File: config.mk
export PLATFORM = sky130hd
export DESIGN_NAME = bfiq_hash
export DESIGN_NICKNAME = d
export VERILOG_FILES = /design/src/design/bfiq_pkg.sv /design/src/design/bfiq_hash.sv
export SDC_FILE = /design/constraint.sdc
export NUM_CORES = 2
export LEC_CHECK = 0
export BUFFER_PORTS_ARGS = -buffer_cell sky130_fd_sc_hd__buf_2
export CORE_MARGIN = 8
export CORE_UTILIZATION = 62
export DETAILED_ROUTE_END_ITERATION = 7
export PLACE_DENSITY_LB_ADDON = 0.12
export SLEW_MARGIN = 20
export SYNTH_ARGS = -nofsm -noshare
export SYNTH_HDL_FRONTEND = slang
export SYNTH_SLANG_ARGS = --single-unit
export TNS_END_PERCENT = 5
File: constraint.sdc
create_clock -name clk -period 23.4 [get_ports clk]
set_input_delay 1.17 -clock clk [delete_from_list [all_inputs] [get_ports clk]]
set_output_delay 1.17 -clock clk [all_outputs]
set_load 0.02 [all_outputs]
File: src/design/bfiq_pkg.sv
// Shared definitions for the Bloom filter insert/query block.
// Operation codes, hash constants, default sizes and a width helper.
// No dependencies.
package bfiq_pkg;

  // Default sizes
  localparam int DEF_FILTER_BITS = 4096;
  localparam int DEF_HASH_PROBES = 4;

  // Operation codes on the func field
  localparam logic [1:0] FUNC_CLEAR  = 2'd0;
  localparam logic [1:0] FUNC_INSERT = 2'd1;
  localparam logic [1:0] FUNC_QUERY  = 2'd2;

  // splitmix64 finaliser constants
  localparam logic [63:0] C_GOLDEN  = 64'h9e3779b97f4a7c15;
  localparam logic [63:0] C_MIX1    = 64'hbf58476d1ce4e5b9;
  localparam logic [63:0] C_MIX2    = 64'h94d049bb133111eb;
  // second hash seed
  localparam logic [63:0] C_KEY_XOR = 64'hd6e8feb86659fd93;

  // Address width for a store of the given depth, at least one bit
  function automatic int clog2_min1(input int depth);
    clog2_min1 = (depth > 1) ? $clog2(depth) : 1;
  endfunction

endpackage

File: src/design/bfiq_hash.sv
// splitmix64 finaliser on one shared 32x32 multiplier.
// Each 64-bit product is built from three partial products.
// Uses bfiq_pkg for the mixing constants.
module bfiq_hash
  import bfiq_pkg::*;
(
  input  logic        clk,
  input  logic        rst_n,
  input  logic        start,
  input  logic [63:0] din,
  output logic        done,
  output logic [63:0] dout
);

  typedef enum logic [2:0] {H_IDLE, H_MUL0, H_MUL1, H_MUL2, H_MUL3} hstate_t;

  hstate_t     st_r;
  logic        round_r;
  logic        done_r;
  logic [63:0] x_r;
  logic [63:0] acc_r;
  logic [63:0] prod_r;
  logic [63:0] dout_r;

  logic [63:0] c_sel;
  logic [31:0] mul_a;
  logic [31:0] mul_b;
  logic [63:0] mul_p;
  logic [63:0] v_add;
  logic [31:0] y_hi;
  logic [63:0] y_full;

  // constant for this round
  assign c_sel = round_r ? C_MIX2 : C_MIX1;

  // partial product operands: lo*lo, hi*lo, lo*hi
  always_comb begin
    unique case (st_r)
      H_MUL1:  begin mul_a = x_r[63:32]; mul_b = c_sel[31:0];  end
      H_MUL2:  begin mul_a = x_r[31:0];  mul_b = c_sel[63:32]; end
      default: begin mul_a = x_r[31:0];  mul_b = c_sel[31:0];  end
    endcase
  end

  assign mul_p  = {32'd0, mul_a} * {32'd0, mul_b};
  assign v_add  = din + C_GOLDEN;
  assign y_hi   = acc_r[63:32] + prod_r[31:0];
  assign y_full = {y_hi, acc_r[31:0]};

  // sequencer
  always_ff @(posedge clk) begin
    prod_r <= mul_p;
    if (!rst_n) begin
      st_r    <= H_IDLE;
      round_r <= 1'b0;
      done_r  <= 1'b0;
    end else begin
      // pulse as the second round finishes
      done_r <= (st_r == H_MUL3) && round_r;
      unique case (st_r)
        H_IDLE: begin
          if (start) begin
            x_r     <= v_add ^ (v_add >> 30);
            round_r <= 1'b0;
            st_r    <= H_MUL0;
          end
        end
        H_MUL0: st_r <= H_MUL1;
        H_MUL1: begin
          acc_r <= prod_r;
          st_r  <= H_MUL2;
        end
        H_MUL2: begin
          acc_r[63:32] <= acc_r[63:32] + prod_r[31:0];
          st_r         <= H_MUL3;
        end
        H_MUL3: begin
          if (!round_r) begin
            x_r     <= y_full ^ (y_full >> 27);
            round_r <= 1'b1;
            st_r    <= H_MUL0;
          end else begin
            dout_r <= y_full ^ (y_full >> 31);
            st_r   <= H_IDLE;
          end
        end
        default: st_r <= H_IDLE;
      endcase
    end
  end

  assign done = done_r;
  assign dout = dout_r;

endmodule

==> reports/qor.txt <==
Slew Limit Fails - 0
# setup viols final - 0
Metal2 WL - 60600 um
Layout cell share with drive strength beyond 1 - 0.0624
Largest net degree at the start of global routing - 72
Fill count - 5760
Simple-gate share of the synthesized area - 0.101
Router iterations before antenna repair - 5
Setup Fix Bufs, Post-CTS - 0
Adder-Cell Fraction of Synth Area - 0.491
Grt ovf - 0
Worst R2R Setup Slack - 12.54 ns
Synth cell types - 75
Synthesized area per cell - 9.89 um^2
Vias - 30.6k
Max cap viols - 0
Hold_sp - prod_r[0]$_DFF_P_
DRC Markers - 0
Die footprint - 77200 um^2
DRT met1 WL - 53300 um
Metal3 WL - 11100 um
EDFF count, synth - 192
Worst r2r src - st_r[1]$_SDFFE_PN0N_
Storage cell area - 7150 um^2
Num rows - 96
Placed cell count - 5217
Worst-Margin Slew - 1.21 ns
Vert. Die Dim - 278 um
Post-synth top area cell - fa_1
Synth Warn # - 0
CTS Buffer Depth - 3
Root buffer cell - clkbuf_16
Critical path arrival - 11.27 ns
Mapped Nets - 5555
Largest family of logic cells by synthesized area - adder cells
Synth top area cells - fa_1, edfxtp_1, ha_1
Tcrit/Tclk final - 0.464
Max stage delay on crit path - 0.81 ns
Width of the die - 278 um
Sequential share of the synthesized area - 0.168
Mux cell area share after synthesis - 0.0117
Top-area cell type share of the netlist area - 0.374
Skew-Pair Late Insertion Delay - 0.55 ns
CTS tree - built
Worst hold endpoint - acc_r[0]$_DFFE_PP_
Reg2Reg Depth - 28
IO Count - 132
Clock sinks - 261
Cells after synthesis - 4298
Reg-to-Reg End - prod_r[63]$_DFF_P_
1st-iter DRT viols - 3275
Seq cells post-synth - 261
Status - finished, final reports clean
Final setup TNS - 0 ns
CP max stage cell - mux2i_2
Routability cong. - 1.01
Cts hold-fix bufs - 0
Detail Placement HPWL - 113000 um
GR Util All Layers - 0.346
Core ar. - 68200 um^2
Worst EP required - 23.80 ns
Inserted Clock Buffers - 23
Final design utilization - 0.658
PortBufs - 131
Final Hold Fails - 0
Post-Syn Area - 42500 um^2
Area delta synth->final - 5.54%
Post_cts resized - 0
Nets - 5617
Synth cell count leaders - inv_1, fa_1, ha_1
Most frequent cell after synthesis - inv_1
Critical path's most frequent cell - fa_1
Vias in the first global route - 32.1k
Skew final - 0.0322 ns
Period minus WS final - 10.86 ns
Max Clk Rate - 92.0 MHz
Hold crit path type - register to register
Maximum fanout along the worst path - 30
Top sig layer - met5
Clk slew on worst S/H paths - 0.07 ns
Area of the multi-input gates - 31200 um^2
Ys flop type - edfxtp_1
RSZ-0062 raised after global routing - false
Setup CP Type - register to register
Initial Util - 0.623
Vias per cell - 5.82
Antenna viol nets, final - 0
Initial antenna violation count - 4
Min-Delay Path Depth - 0
Rel. slew slack - 0.191
First-pass GRT wire length - 200000 um
Crit. End Element - register
CP Launch Type - register
Synth Area in XOR/XNOR - 0.0591
Area fraction in compound gates after synthesis - 0.0700
Post-Route WL - 133000 um
WL per Instance - 25.3 um
Fin cells - 5259
Depth of the CTS H-tree - 1
Asr flop ratio synth - 0
[area by class of cell]
cell class / count / share of cell area
Clock inverter: 10 / 0.00176
Inverter: 998 / 0.0835
Clock buffer: 31 / 0.0149
Tap cell: 882 / 0.0246
Timing Repair Buffer: 165 / 0.0203
Sequential cell: 261 / 0.159
Multi-Input combinational cell: 2911 / 0.696
Antenna cell: 1 / 0.0000558
[cell usage in the layout, fill, tap and decap left out, types with 5 or more instances in the layout]
master     synthesis  layout
o31ai_1           11      11
ha_1             395     393
and3_1            18      18
a21oi_1          142     142
fa_1             795     795
mux2i_2            0       6
or3_1              9       9
nand4_1           27      27
o21bai_1          34      34
clkbuf_16          0      25
nor2_1           267     265
nand2_1          325     324
o211ai_1           8       8
a211oi_1           9       9
nand2b_1          76      76
clkinv_1           7       6
nor3_1            16      16
nand3_1           29      29
mux2_2            22      22
buf_2              0     131
dfxtp_1           69      69
xnor2_1          146     145
o21ai_0          100     100
inv_2              3       5
buf_4              0      34
and2_1            85      84
o21a_1             9       9
nor4_1             5       5
nor2b_1           26      24
xor2_1           137     136
mux2i_1           24      18
a31oi_1           21      21
edfxtp_1         192     192
a21boi_0          10      10
a21o_1            74      74
a41oi_1            5       5
inv_1            988     987
or2_2             16      16
[layer usage]
metal,track usage,vias up
li1,-,13400
met2,0.545,1444
met5,0,-
met3,0.0542,367
met4,0.160,2
met1,0.470,15300
[worst max path at each step]
stage / startpoint / to / depth (start not counted)
final: st_r[1]$_SDFFE_PN0N_ / prod_r[63]$_DFF_P_ / 28
after global routing: st_r[1]$_SDFFE_PN0N_ / prod_r[62]$_DFF_P_ / 27
after floorplan: st_r[2]$_SDFFE_PN0N_ / prod_r[62]$_DFF_P_ / 32
after global placement: st_r[1]$_SDFFE_PN0N_ / prod_r[63]$_DFF_P_ / 28
after detailed placement: st_r[1]$_SDFFE_PN0N_ / prod_r[63]$_DFF_P_ / 28
after CTS: st_r[1]$_SDFFE_PN0N_ / prod_r[63]$_DFF_P_ / 28
[critical path, delay by kind of cell, from the launching register on]
kind | cells | cell delay (ns)
flops | 1 | 0.41
compound gates | 9 | 2.43
fa+ha+maj | 9 | 4.43
simple gates | 3 | 0.89
mux | 1 | 0.81
buf+inv | 5 | 1.59
xor+xnor | 1 | 0.15
[cells by family after synthesis]
logic type | after synthesis
AND/OR/NAND/NOR | 924
AO/OA/AOI/OAI | 465
buffers and inverters | 1126
flip-flops | 261
adder cells (fa/ha/maj) | 1190
XOR/XNOR | 285
multiplexers | 47
[per-stage QoR]
step | cell area (um^2) | hold WS, ns | setup WS [ns]
3_5_place_dp | 44100 | 0.433 | 12.85
6_report | 44900 | 0.453 | 12.54
5_1_grt | 44900 | 0.465 | 12.21
4_1_cts | 44900 | 0.457 | 12.82
3_3_place_gp | 44100 | 0.434 | 12.34
2_1_floorplan | 42500 | 0.412 | 14.49
[state kept, by name (all words and copies together) (netlist names)]
register / flops
dout: 64
st_r: 3
prod_r: 64
done: 1
round_r: 1
x_r: 64
acc_r: 64
Power is left out: the tool's default activity adds up to more than one toggle a clock period on the data nets, which glitch-free logic cannot reach.
